**src/rtl/dsc_pkg.sv**
```systemverilog
`timescale 1ns / 1ps
// ----------------------------------------------------------------------------
// dsc_pkg
// Shared types, constants and helpers for the dual serial controller
// register port.
// ----------------------------------------------------------------------------
package dsc_pkg;

    // Receive FIFO depth per channel (2..256)
    localparam int RX_FIFO_DEPTH = 4;
    localparam int RX_IDX_W      = $clog2(RX_FIFO_DEPTH);
    localparam int RX_CNT_W      = $clog2(RX_FIFO_DEPTH + 1);
    localparam int RX_ADDR_W     = RX_IDX_W + 1;
    localparam int RX_RAM_DEPTH  = 2 ** RX_ADDR_W;

    // Time-constant register file: RR12..RR15 of both channels
    localparam int REGF_ADDR_W   = 3;
    localparam int REGF_DEPTH    = 2 ** REGF_ADDR_W;

    // Register numbers
    localparam logic [3:0] REG_CMD    = 4'd0;
    localparam logic [3:0] REG_IMODE  = 4'd1;
    localparam logic [3:0] REG_VECTOR = 4'd2;
    localparam logic [3:0] REG_IPEND  = 4'd3;
    localparam logic [3:0] REG_MIC    = 4'd9;

    // WR0 command codes
    localparam logic [2:0] CMD_POINT_HIGH = 3'd1;
    localparam logic [2:0] CMD_RESET_EXT  = 3'd2;
    localparam logic [2:0] CMD_RESET_TX   = 3'd5;
    localparam logic [2:0] CMD_ERR_RESET  = 3'd6;
    localparam logic [2:0] CMD_RESET_IUS  = 3'd7;

    // WR9 reset selector
    localparam logic [1:0] RST_NONE  = 2'b00;
    localparam logic [1:0] RST_CHANB = 2'b01;
    localparam logic [1:0] RST_CHANA = 2'b10;
    localparam logic [1:0] RST_WORLD = 2'b11;

    localparam logic [7:0] RR0_TX_EMPTY = 8'h04;
    localparam logic [7:0] RR1_ALL_SENT = 8'h01;
    localparam logic [7:0] RR15_MASK    = 8'hFA;

    typedef enum logic [2:0] {
        OP_READ_CTL   = 3'd0,
        OP_READ_DATA  = 3'd1,
        OP_WRITE_CTL  = 3'd2,
        OP_WRITE_DATA = 3'd3,
        OP_RX_BYTE    = 3'd4,
        OP_ACK        = 3'd5,
        OP_UPDATE     = 3'd6
    } op_t;

    // Where the read byte of a result comes from
    typedef enum logic [1:0] {
        SRC_CONST = 2'd0,
        SRC_FIFO  = 2'd1,
        SRC_REGF  = 2'd2,
        SRC_LAST  = 2'd3
    } src_t;

    // Result stage contents handed from core to output side
    typedef struct packed {
        logic       ch;
        src_t       src;
        logic [7:0] value;
        logic       irq;
        logic       tx_valid;
        logic       tx_channel;
        logic [7:0] tx_byte;
        logic       drop;
    } res_t;

    // Pending bit masks; channel 1 is A
    function automatic logic [5:0] bit_stat(input logic ch);
        return ch ? 6'h08 : 6'h01;
    endfunction

    function automatic logic [5:0] bit_tx(input logic ch);
        return ch ? 6'h10 : 6'h02;
    endfunction

    function automatic logic [5:0] bit_rx(input logic ch);
        return ch ? 6'h20 : 6'h04;
    endfunction

endpackage

```
**src/rtl/dsc_ram.sv**
```systemverilog
`timescale 1ns / 1ps
// ----------------------------------------------------------------------------
// dsc_ram
// Generic single-write, single-read RAM with registered read data.
// ----------------------------------------------------------------------------
module dsc_ram #(
    parameter int WIDTH = 8,
    parameter int DEPTH = 8
) (
    input  logic                     clk,
    input  logic                     we,
    input  logic [$clog2(DEPTH)-1:0] waddr,
    input  logic [WIDTH-1:0]         wdata,
    input  logic                     re,
    input  logic [$clog2(DEPTH)-1:0] raddr,
    output logic [WIDTH-1:0]         rdata
);

    logic [WIDTH-1:0] mem [DEPTH];
    logic [WIDTH-1:0] rdata_reg;

    always_ff @(posedge clk)
    begin
        if (we)
        begin
            mem[waddr] <= wdata;
        end
        if (re)
        begin
            rdata_reg <= mem[raddr];
        end
    end

    assign rdata = rdata_reg;

endmodule

```
**src/rtl/dsc_core.sv**
```systemverilog
`timescale 1ns / 1ps
// ----------------------------------------------------------------------------
// dsc_core
// Register pointer, interrupt logic, FIFO control and the two RAMs (receive
// store and RR12..RR15). Each accepted beat updates state and loads the
// result stage; RAM read data is registered at the same edge and arrives alongside it.
// ----------------------------------------------------------------------------
module dsc_core (
    input  logic                 clk,
    input  logic                 rst_n,
    input  logic                 accept,
    input  dsc_pkg::op_t         op,
    input  logic                 channel,
    input  logic [7:0]           value,
    output dsc_pkg::res_t        res,
    output logic [7:0]           fifo_rdata,
    output logic [7:0]           regf_rdata
);
    import dsc_pkg::*;

    logic [3:0]          ptr_reg, ptr_next;
    logic [7:0]          wr1_reg [2];
    logic [7:0]          wr1_next [2];
    logic [RX_CNT_W-1:0] cnt_reg [2];
    logic [RX_CNT_W-1:0] cnt_next [2];
    logic [RX_IDX_W-1:0] widx_reg [2];
    logic [RX_IDX_W-1:0] widx_next [2];
    logic [RX_IDX_W-1:0] ridx_reg [2];
    logic [RX_IDX_W-1:0] ridx_next [2];
    logic [5:0]          pend_reg, pend_next;
    logic [7:0]          vector_reg, vector_next;
    logic                me_reg, me_next;
    logic                sh_reg, sh_next;
    logic                irq_reg, irq_next;
    logic [REGF_DEPTH-1:0] rfv_reg, rfv_next;
    res_t                res_reg, res_next;

    logic                  fifo_we, fifo_re;
    logic [RX_ADDR_W-1:0]  fifo_waddr, fifo_raddr;
    logic                  regf_we, regf_re;
    logic [REGF_ADDR_W-1:0] regf_addr;
    logic [7:0]            regf_wdata;

    logic [1:0] rst_ch;
    logic       world;
    logic       do_eval;
    logic       ch;
    logic [2:0] cmd;
    logic [2:0] code;

    // Pending-source code for the modified vector
    always_comb
    begin
        if (pend_reg[3])      code = 3'd5;
        else if (pend_reg[5]) code = 3'd6;
        else if (pend_reg[4]) code = 3'd4;
        else if (pend_reg[0]) code = 3'd1;
        else if (pend_reg[2]) code = 3'd2;
        else if (pend_reg[1]) code = 3'd0;
        else                  code = 3'd3;
    end

    // Next-state logic for one beat
    always_comb
    begin
        ch          = channel;
        cmd         = value[5:3];
        ptr_next    = ptr_reg;
        wr1_next    = wr1_reg;
        cnt_next    = cnt_reg;
        widx_next   = widx_reg;
        ridx_next   = ridx_reg;
        pend_next   = pend_reg;
        vector_next = vector_reg;
        me_next     = me_reg;
        sh_next     = sh_reg;
        irq_next    = irq_reg;
        rfv_next    = rfv_reg;
        res_next    = res_reg;
        rst_ch      = 2'b00;
        world       = 1'b0;
        do_eval     = 1'b0;
        fifo_we     = 1'b0;
        fifo_re     = 1'b0;
        fifo_waddr  = {ch, widx_reg[ch]};
        fifo_raddr  = {ch, ridx_reg[ch]};
        regf_we     = 1'b0;
        regf_re     = 1'b0;
        regf_addr   = {ch, ptr_reg[1:0]};
        regf_wdata  = (ptr_reg[1:0] == 2'b11) ? (value & RR15_MASK) : value;

        if (accept)
        begin
            res_next.ch         = ch;
            res_next.src        = SRC_CONST;
            res_next.value      = 8'h00;
            res_next.tx_valid   = 1'b0;
            res_next.tx_channel = 1'b0;
            res_next.tx_byte    = 8'h00;
            res_next.drop       = 1'b0;

            case (op)
                OP_READ_CTL:
                begin
                    ptr_next = 4'd0;
                    if (ptr_reg == REG_CMD)
                        res_next.value = RR0_TX_EMPTY | {7'd0, cnt_reg[ch] != '0};
                    else if (ptr_reg == REG_IMODE)
                        res_next.value = RR1_ALL_SENT;
                    else if (ptr_reg == REG_VECTOR)
                    begin
                        if (ch)
                            res_next.value = vector_reg;
                        else if (sh_reg)
                            res_next.value = (vector_reg & 8'h8F) | {1'b0, code, 4'd0};
                        else
                            res_next.value = (vector_reg & 8'hF1) | {4'd0, code, 1'b0};
                    end
                    else if (ptr_reg == REG_IPEND)
                        res_next.value = ch ? {2'b00, pend_reg} : 8'h00;
                    else if (ptr_reg[3:2] == 2'b11)
                    begin
                        regf_re = 1'b1;
                        if (rfv_reg[regf_addr])
                            res_next.src = SRC_REGF;
                    end
                end

                OP_READ_DATA:
                begin
                    if (cnt_reg[ch] != '0)
                    begin
                        fifo_re      = 1'b1;
                        res_next.src = SRC_FIFO;
                        ridx_next[ch] = (ridx_reg[ch] == RX_IDX_W'(RX_FIFO_DEPTH - 1)) ?
                                        '0 : ridx_reg[ch] + 1'b1;
                        cnt_next[ch] = cnt_reg[ch] - 1'b1;
                    end
                    else
                    begin
                        res_next.src = SRC_LAST;
                    end
                    if (cnt_next[ch] == '0)
                    begin
                        pend_next = pend_next & ~bit_rx(ch);
                        do_eval   = 1'b1;
                    end
                end

                OP_WRITE_CTL:
                begin
                    ptr_next = 4'd0;
                    if (ptr_reg == REG_CMD)
                    begin
                        ptr_next = {cmd == CMD_POINT_HIGH, value[2:0]};
                        case (cmd)
                            CMD_RESET_EXT:
                            begin
                                pend_next = pend_reg & ~bit_stat(ch);
                                do_eval   = 1'b1;
                            end
                            CMD_RESET_TX:
                            begin
                                pend_next = pend_reg & ~bit_tx(ch);
                                do_eval   = 1'b1;
                            end
                            CMD_RESET_IUS: do_eval = 1'b1;
                            CMD_ERR_RESET: ; // RR1 error bits never set
                            default: ;
                        endcase
                    end
                    else if (ptr_reg == REG_MIC)
                    begin
                        do_eval = 1'b1;
                        unique case (value[7:6])
                            RST_WORLD:
                            begin
                                rst_ch = 2'b11;
                                world  = 1'b1;
                            end
                            RST_CHANA: rst_ch = 2'b10;
                            RST_CHANB: rst_ch = 2'b01;
                            RST_NONE:
                            begin
                                me_next = value[3];
                                sh_next = value[4];
                            end
                            default: ;
                        endcase
                    end
                    else
                    begin
                        do_eval = 1'b1;
                        if (ptr_reg == REG_IMODE)
                            wr1_next[ch] = value;
                        else if (ptr_reg == REG_VECTOR)
                            vector_next = value;
                        else if (ptr_reg[3:2] == 2'b11)
                        begin
                            regf_we             = 1'b1;
                            rfv_next[regf_addr] = 1'b1;
                        end
                    end
                end

                OP_WRITE_DATA:
                begin
                    res_next.tx_valid   = 1'b1;
                    res_next.tx_channel = ch;
                    res_next.tx_byte    = value;
                    if (wr1_reg[ch][1])
                    begin
                        pend_next = pend_reg | bit_tx(ch);
                        do_eval   = 1'b1;
                    end
                end

                OP_RX_BYTE:
                begin
                    if (cnt_reg[ch] == RX_CNT_W'(RX_FIFO_DEPTH))
                        res_next.drop = 1'b1;
                    else
                    begin
                        fifo_we       = 1'b1;
                        widx_next[ch] = (widx_reg[ch] == RX_IDX_W'(RX_FIFO_DEPTH - 1)) ?
                                        '0 : widx_reg[ch] + 1'b1;
                        cnt_next[ch]  = cnt_reg[ch] + 1'b1;
                    end
                    if (wr1_reg[ch][4:3] != 2'b00)
                    begin
                        pend_next = pend_reg | bit_rx(ch);
                        do_eval   = 1'b1;
                    end
                end

                OP_ACK: irq_next = 1'b0;

                OP_UPDATE:
                begin
                    for (int c = 0; c < 2; c++)
                    begin
                        if (cnt_reg[c] != '0 && wr1_reg[c][4:3] != 2'b00)
                            pend_next = pend_next | bit_rx(c[0]);
                    end
                    do_eval = 1'b1;
                end

                default: ;
            endcase

            // Channel resets from WR9
            for (int c = 0; c < 2; c++)
            begin
                if (rst_ch[c])
                begin
                    wr1_next[c]  = 8'h00;
                    cnt_next[c]  = '0;
                    widx_next[c] = '0;
                    ridx_next[c] = '0;
                    rfv_next[c*4 +: 4] = 4'b0000;
                    pend_next = pend_next & ~(bit_stat(c[0]) | bit_tx(c[0]) | bit_rx(c[0]));
                end
            end

            // World reset and IRQ evaluation
            if (world)
            begin
                ptr_next  = 4'd0;
                me_next   = 1'b0;
                sh_next   = 1'b0;
                pend_next = 6'd0;
                irq_next  = 1'b0;
            end
            else if (do_eval)
            begin
                irq_next = (pend_next != 6'd0) && me_next;
            end

            res_next.irq = irq_next;
        end
    end

    // State registers
    always_ff @(posedge clk or negedge rst_n)
    begin
        if (!rst_n)
        begin
            ptr_reg    <= 4'd0;
            wr1_reg    <= '{default: 8'h00};
            cnt_reg    <= '{default: '0};
            widx_reg   <= '{default: '0};
            ridx_reg   <= '{default: '0};
            pend_reg   <= 6'd0;
            vector_reg <= 8'h00;
            me_reg     <= 1'b0;
            sh_reg     <= 1'b0;
            irq_reg    <= 1'b0;
            rfv_reg    <= '0;
        end
        else
        begin
            ptr_reg    <= ptr_next;
            wr1_reg    <= wr1_next;
            cnt_reg    <= cnt_next;
            widx_reg   <= widx_next;
            ridx_reg   <= ridx_next;
            pend_reg   <= pend_next;
            vector_reg <= vector_next;
            me_reg     <= me_next;
            sh_reg     <= sh_next;
            irq_reg    <= irq_next;
            rfv_reg    <= rfv_next;
        end
    end

    // Result stage payload
    always_ff @(posedge clk)
    begin
        res_reg <= res_next;
    end

    assign res = res_reg;

    // Receive store, both channels
    dsc_ram #(
        .WIDTH (8),
        .DEPTH (RX_RAM_DEPTH)
    ) u_rx_ram (
        .clk   (clk),
        .we    (fifo_we),
        .waddr (fifo_waddr),
        .wdata (value),
        .re    (fifo_re),
        .raddr (fifo_raddr),
        .rdata (fifo_rdata)
    );

    // RR12..RR15, both channels
    dsc_ram #(
        .WIDTH (8),
        .DEPTH (REGF_DEPTH)
    ) u_regf_ram (
        .clk   (clk),
        .we    (regf_we),
        .waddr (regf_addr),
        .wdata (regf_wdata),
        .re    (regf_re),
        .raddr (regf_addr),
        .rdata (regf_rdata)
    );

endmodule

```
**src/rtl/dual_serial_controller_regs.sv**
```systemverilog
`timescale 1ns / 1ps
// A result beat is offered in the cycle after its input beat is taken.
// Throughput: one beat per cycle while the output is ready; the result register and RAM read ports are
// held while the output stalls, and a new beat enters as the old one leaves.
// Reset: asynchronous, active low; clears pointer, FIFO counts, pending bits
// and register-file valid bits at once. No clearing pass.
// ----------------------------------------------------------------------------
// dual_serial_controller_regs
// Two-channel serial controller register port: bus accesses, received bytes,
// acknowledge and update ticks in; one result beat out per input beat.
// ----------------------------------------------------------------------------
module dual_serial_controller_regs (
    input  logic        clk,
    input  logic        rst_n,
    input  logic        s_axis_tvalid,
    output logic        s_axis_tready,
    input  logic [7:0]  s_axis_tdata,   // value[7:0]
    input  logic [3:0]  s_axis_tuser,   // op[2:0], channel[3]
    output logic        m_axis_tvalid,
    input  logic        m_axis_tready,
    output logic [23:0] m_axis_tdata    // read_value[7:0], irq[8], tx_valid[9],
                                        // tx_channel[10], tx_byte[18:11],
                                        // rx_dropped[19], zero[23:20]
);
    import dsc_pkg::*;

    logic       valid_reg, valid_next;
    logic [7:0] last_rx_reg [2];
    logic [7:0] last_rx_next [2];
    logic       accept;
    logic       leave;
    res_t       res;
    logic [7:0] fifo_rdata;
    logic [7:0] regf_rdata;
    logic [7:0] read_value;

    // Handshake
    assign leave         = valid_reg && m_axis_tready;
    assign s_axis_tready = !valid_reg || m_axis_tready;
    assign accept        = s_axis_tvalid && s_axis_tready;
    assign valid_next    = accept ? 1'b1 : (leave ? 1'b0 : valid_reg);

    dsc_core u_core (
        .clk        (clk),
        .rst_n      (rst_n),
        .accept     (accept),
        .op         (op_t'(s_axis_tuser[2:0])),
        .channel    (s_axis_tuser[3]),
        .value      (s_axis_tdata),
        .res        (res),
        .fifo_rdata (fifo_rdata),
        .regf_rdata (regf_rdata)
    );

    // Read byte select
    always_comb
    begin
        case (res.src)
            SRC_FIFO: read_value = fifo_rdata;
            SRC_REGF: read_value = regf_rdata;
            SRC_LAST: read_value = last_rx_reg[res.ch];
            default:  read_value = res.value;
        endcase
    end

    // Last byte taken from each FIFO
    always_comb
    begin
        last_rx_next = last_rx_reg;
        if (leave && res.src == SRC_FIFO)
            last_rx_next[res.ch] = fifo_rdata;
    end

    always_ff @(posedge clk or negedge rst_n)
    begin
        if (!rst_n)
        begin
            valid_reg   <= 1'b0;
            last_rx_reg <= '{default: 8'h00};
        end
        else
        begin
            valid_reg   <= valid_next;
            last_rx_reg <= last_rx_next;
        end
    end

    assign m_axis_tvalid = valid_reg;
    assign m_axis_tdata  = {4'd0, res.drop, res.tx_byte, res.tx_channel,
                            res.tx_valid, res.irq, read_value};

endmodule

```
**config.mk**
```make
export PLATFORM = sky130hd
export DESIGN_NAME = dual_serial_controller_regs
export DESIGN_NICKNAME = d
export VERILOG_FILES = /design/src/rtl/dsc_pkg.sv /design/src/rtl/dsc_ram.sv /design/src/rtl/dsc_core.sv /design/src/rtl/dual_serial_controller_regs.sv
export SDC_FILE = /design/constraint.sdc
export NUM_CORES = 1
export LEC_CHECK = 0
export ABC_AREA = 1
export BUFFER_PORTS_ARGS = -buffer_cell sky130_fd_sc_hd__buf_2
export CORE_MARGIN = 3
export CORE_UTILIZATION = 62
export DETAILED_ROUTE_END_ITERATION = 10
export MAX_ROUTING_LAYER = met4
export PLACE_DENSITY = 0.77
export SYNTH_ARGS = -nofsm -noshare
export SYNTH_HDL_FRONTEND = slang
export SYNTH_HIERARCHICAL = 1
export SYNTH_SLANG_ARGS = --single-unit
```
**constraint.sdc**
```tcl
create_clock -name clk -period 3.9 [get_ports clk]
set_clock_uncertainty 0.1 [all_clocks]
set_input_delay 0.78 -clock clk [delete_from_list [all_inputs] [get_ports clk]]
set_output_delay 0.78 -clock clk [all_outputs]
set_load 0.02 [all_outputs]
```
# Yosys cells after proc, flatten, opt, wreduce, memory -nomap -nowiden
# Memory sizes are Yosys's and may differ from the RTL's. A register that Yosys moved wholly into a read port is not among the register bits.
# Index checks and enable logic that the tools add are counted.
classes:
  n_reduce_logical: 56
  addsub: 4
  n_lt_le_gt_ge: 6
  muxes: 166
  n_bitwise: 17
  n_eq_ne: 38
op_table:
  columns: ["op", "n"]
  rows:
  - ["$mux W8", 17]
  - ["$mux W6", 14]
  - ["$mux W16", 4]
  - ["$mux W3", 19]
  - ["$mux W1", 53]
  - ["$mux W2", 25]
  - ["$reduce_bool A2 Y1", 19]
  - ["$mux W4", 9]
  - ["$bwmux W16", 2]
  - ["$pmux W6 S5", 1]
  - ["$pmux W6 S2", 2]
  - ["$pmux W8 S3", 1]
  - ["$ne A2 B2 Y1 const B", 11]
  - ["$mux W5", 4]
  - ["$and A6 B6 Y6", 3]
  - ["$eq A3 B3 Y1 const B", 6]
  - ["$not A6 Y6", 3]
  - ["$reduce_and A3 Y1", 6]
  - ["$reduce_bool A3 Y1", 6]
  - ["$demux W8 S1", 2]
  - ["$eq A2 B2 Y1 const B", 8]
  - ["$reduce_and A5 Y1", 3]
  - ["$reduce_and A7 Y1", 2]
  - ["$bwmux W6", 2]
  - ["41 further kinds", 65]
totals:
  mem_count: 2
  ff_bits: 99
  output_inout_bits: 26
  ramBits: 128
  elab_cells: 317
  input_bits: 16
mem_list:
  columns: ["name", "words", "width", "rd", "rd_ports_with_merged_regs", "wr", "line_no", "source"]
  rows:
  - ["u_core.u_regf_ram.mem", 8, 8, 1, 1, 1, "dsc_ram.sv:19", "logic [WIDTH-1:0] mem [DEPTH];"]
  - ["u_core.u_rx_ram.mem", 8, 8, 1, 1, 1, "dsc_ram.sv:19", null]

# Longest topological paths before layout
depth:
  ltp_word: 22
  mapped_depth: 22
  depth_no_buf: 20

# Hierarchy
# The synthesis kept the hierarchy.
by_module_without_submodules:
  columns: ["mod", "n_inst", "cells_each", "seq_area_each_um2", "area_per_inst_um2"]
  rows:
  - ["dsc_ram", 2, 303, 2162.1, 3130.5]
  - ["dsc_core", 1, 527, 1916.8, 4226.6]
  - ["dual_serial_controller_regs", 1, 180, 425.4, 1207.4]

# Worst setup path after synthesis
# Ideal clock, no wire load.
synth_path:
  path_kind: "input to register"
  startpoint: "input s_axis_tvalid"
  endpoint: "memory u_core.u_regf_ram.mem[1][0], enable pin"
  setup_time_ns: 0.370
  stages: 9
  slack_ns: -0.053
  required_time_ns: 3.430
  n_path_buf: 1
  arrival_time_ns: 3.483
  cell_sequence: "inv_1 a21oi_1 buf_4 inv_2 nor3_2 nand2_1 nor2_1 nand2_1 nor2_1"
synth_between:
  elab_chain_len: 4
synth_lines:
  columns: ["item", "line_no", "source"]
  rows:
  - ["from (decl)", "dual_serial_controller_regs.sv:15", "input logic s_axis_tvalid,"]
  - ["$logic_and A1 B1 Y1", "dual_serial_controller_regs.sv:40", "assign accept = s_axis_tvalid && s_axis_tready;"]
  - ["via accept", "dual_serial_controller_regs.sv:30", "logic accept;"]
  - ["$mux W1", "dsc_core.sv:92", "if (accept)"]
  - ["via u_core.regf_we", "dsc_core.sv:40", "logic regf_we, regf_re;"]
  - ["$mux W1", "dsc_ram.sv:24", "if (we)"]
  - ["$mux W1 (not written as such)", "dsc_ram.sv:26", "mem[waddr] <= wdata;"]
  - ["to (decl)", "dsc_ram.sv:19", null]
# The timed path passes the listed nets, and every way through them passes these cells.

# Worst setup path in the final report
layout_path:
  startpoint: "input s_axis_tuser[3]"
  endpoint: "memory u_core.u_rx_ram.mem[0][4], enable pin"
layout_between:
  elab_chain_len: 10
  elab_cells_between_ends: 13
  classes_between: "eq/ne (1); mux (11); bitwise (1)"
layout_lines:
  columns: ["item", "line_no", "source"]
  rows:
  - ["from (decl)", "dual_serial_controller_regs.sv:18", "input logic [3:0] s_axis_tuser,"]
  - ["$not A1 Y2 (not written as such)", "dsc_core.sv:220", "if (cnt_reg[ch] == RX_CNT_W'(RX_FIFO_DEPTH))"]
  - ["$mux W3 (not written as such) (3 in series)", "dsc_core.sv:220", null]
  - ["$eq A3 B3 Y1", "dsc_core.sv:220", null]
  - ["$mux W1", "dsc_core.sv:220", null]
  - ["$mux W1", "dsc_core.sv:102", "case (op)"]
  - ["$mux W1", "dsc_core.sv:92", null]
  - ["via u_core.fifo_we", "dsc_core.sv:38", "logic fifo_we, fifo_re;"]
  - ["$mux W1", "dsc_ram.sv:24", null]
  - ["$mux W1 (not written as such)", "dsc_ram.sv:26", null]
  - ["to (decl)", "dsc_ram.sv:19", null]
# The timed path passes the listed nets, and every way through them passes these cells. The select of a mux whose other input is x is not followed.

==> results.txt <==
CP Launch Type: primary input
layout cells sized above 1: 0.107
CTS H-tree depth: 1
setup_tns: 0 ns
worst-margin pin slew: 0.936 ns
NumNets Final: 1367
Leak Pwr: 5.95 nW
mapped cell area: 11700 um^2
Worst EP required: 3.95 ns
syn avg cell area: 8.91 um^2
crit path launch: s_axis_tuser[3]
die footprint: 20500 um^2
Clk pwr share: 0.346
DR WL/cell: 16.8 um
Post-Synth Adder-Cell Area: 0.00428
Post-Syn Instances: 1313
CTS root buf: clkbuf_16
# resized after CTS: 0
residual DRC count: 0
Via Count: 8874
clock buffer depth: 3
crit path kind: in -> reg
vias in the first global route: 8413
Setup WS pre-CTS: 0.449 ns
largest net degree at the start of global routing: 53
hold buffers post-CTS: 0
slowest cell delay on critical path: 0.60 ns
Logic pwr share: 0.198
synthesized flop and latch total: 233
drt first pass iters: 6
clk_lat worst skew: 0.52 ns
most frequent cells in the layout: nand2_1 (403), inv_1 (229), edfxtp_1 (167), nand3_1 (140), nor2_1 (71)
initial antenna violation count: 0
core area: 18300 um^2
crit share post-route: 0.750
Worst-path clk slew: 0.06 ns
CTS tree: built
Peak VDD IR: 0.391 mV
P_sw: 0.00196 W
Util after Layout: 0.694
Fin. Hold Viols: 0
total grt overflow: 0
starting density of the core: 0.640
synthesis-to-finish area growth: 8.38%
crit path time final: 2.92 ns
final cell count without fillers: 1594
sequential share of power: 0.456
max-slew violation count: 0
Die Wd: 143 um
Register Area: 6670 um^2
post-synthesis mux area share: 0
first-pass GRT wire length: 42900 um
outcome: finished, final reports clean
fill cell count: 1469
setup violators final: 0
Seq/Total Area, Yosys: 0.570
clock buffer count from CTS: 24
most common cell after layout, fill and taps aside: nand2_1
DRT iter0 DRCs: 898
area of the multi-input gates: 3690 um^2
Critical Path End Type: register
critical-path cell list: buf_2 > inv_2 > o21ai_0 > inv_1 > ha_1 > ha_1 > nor3_1 > nand2_1 > nor2_1
Post-CTS Setup Inserts: 0
maxcap violations: 0
placed insts: 1550
# IOs: 42
Switching Share: 0.303
largest family of logic cells by synthesized area: simple AND/OR/NAND/NOR gates
R2R Path Start: u_core/cnt_reg[0]
Routed Wire Length: 26900 um
Ys Warns: 6
simple-gate share of the synthesized area: 0.254
Diodes inserted: 0
Setup WS post-layout: 0.976 ns
FMAX: 342 MHz
Hold Path Class: in -> async
Arrival @ worst endpoint: 2.97 ns
Detailed Place HPWL: 18000 um
compound-gate portion of the synthesized area: 0.0527
CP max FO: 10
vias per cell: 5.57
post-synthesis cell type count: 49
GPL Wtd Cong: 0.916
RSZ-0062 raised after global routing: no
die height: 143 um
CTS Sinks: 233
Yosys top cell by area: edfxtp_1
Power Dens Cells: 510 nW/um^2
Post-Synth XOR/XNOR Area: 0.00225
ranking of synthesized cells by area: edfxtp_1 (43%), dfrtp_1 (14%), nand2_1 (13%)
Pint: 0.00451 W
Worst path slowest cell: nor2_1
antenna-violating nets left: 0
most frequent CP cell: ha_1
Synth top area share: 0.429
worst relative slew slack: 0.376
Total GRT Usage: 0.273
floorplan row count: 49
IO Port Bufs: 37
## Yosys cell counts (all sizes together)
cell / instances
a21boi: 1
a21oi: 30
a22o: 1
buf: 45
clkbuf: 1
clkinv: 3
conb: 1
dfrtp: 66
edfxtp: 167
ha: 4
inv: 245
nand2: 409
nand3: 147
nand4: 17
nor2: 84
nor3: 10
nor4: 1
o2111ai: 1
o211ai: 3
o21ai: 58
o22ai: 8
o31ai: 3
o32ai: 3
o41ai: 1
or2: 1
xnor2: 1
xor2: 2
## per-stage QoR
stage,total power [W],hold WS [ns],cell area [um^2]
final,0.00647,0.215,12700
after global routing,0.00678,0.274,12700
after CTS,0.00648,0.241,12700
after detailed placement,0.00425,0.358,11900
after floorplan,0.00395,0.342,11700
after global placement,0.00424,0.354,11900
## path summary, 6_finish.rpt
check / to / slack, ns / depth (start not counted)
setup / recovery: u_core/u_rx_ram/mem[0][4] / 0.98 / 9
hold / removal: last_rx_reg[10] / 0.21 / 1
setup reg to reg: u_core/u_rx_ram/mem[0][4] / 1.01 / 8
hold reg to reg: last_rx_reg[13] / 0.37 / 2
max in group asynchronous: u_core/wr1_reg[11] / 2.52 / 2
min in group clk: last_rx_reg[13] / 0.37 / 2
## cell families (layout without fill, tap and decap cells)
logic type,after synthesis,in the layout
and+or+nand+nor,669,669
buffers and inverters,294,343
DFF,233,233
AOI/OAI and AO/OA,109,109
adders and majority gates,4,4
xor gates and xnor gates,3,3
other,1,4
## routing by layer
metal	track usage	share of wire
met2	0.422	0.47
met5	-	0
met1	0.384	0.44
met3	0.0389	0.073
met4	0.0813	0.023
## worst max-delay path, delay by kind of cell
kind            cells  cell delay, ns
buf+inv             3            0.33
simple gates        3            1.16
compound gates      1            0.22
fa+ha+maj           2            0.48
## final cells by class
type / count / area share
well taps: 229 / 0.0226
clock inverters: 13 / 0.00888
flip-flops and latches: 233 / 0.526
multi-input cells: 789 / 0.291
repair buffers: 51 / 0.0229
clock buffers: 31 / 0.0526
inverters: 248 / 0.0756
## power by group through the flow
stage                     Clock [W]  Combinational, W  Sequential (W)
after floorplan                   0          0.000988         0.00297
after global placement            0           0.00125         0.00299
after detailed placement          0           0.00126         0.00300
after CTS                   0.00227           0.00127         0.00295
after global routing        0.00237           0.00144         0.00297
final                       0.00224           0.00128         0.00295
Note: power is estimated with default switching activity, not from simulation.
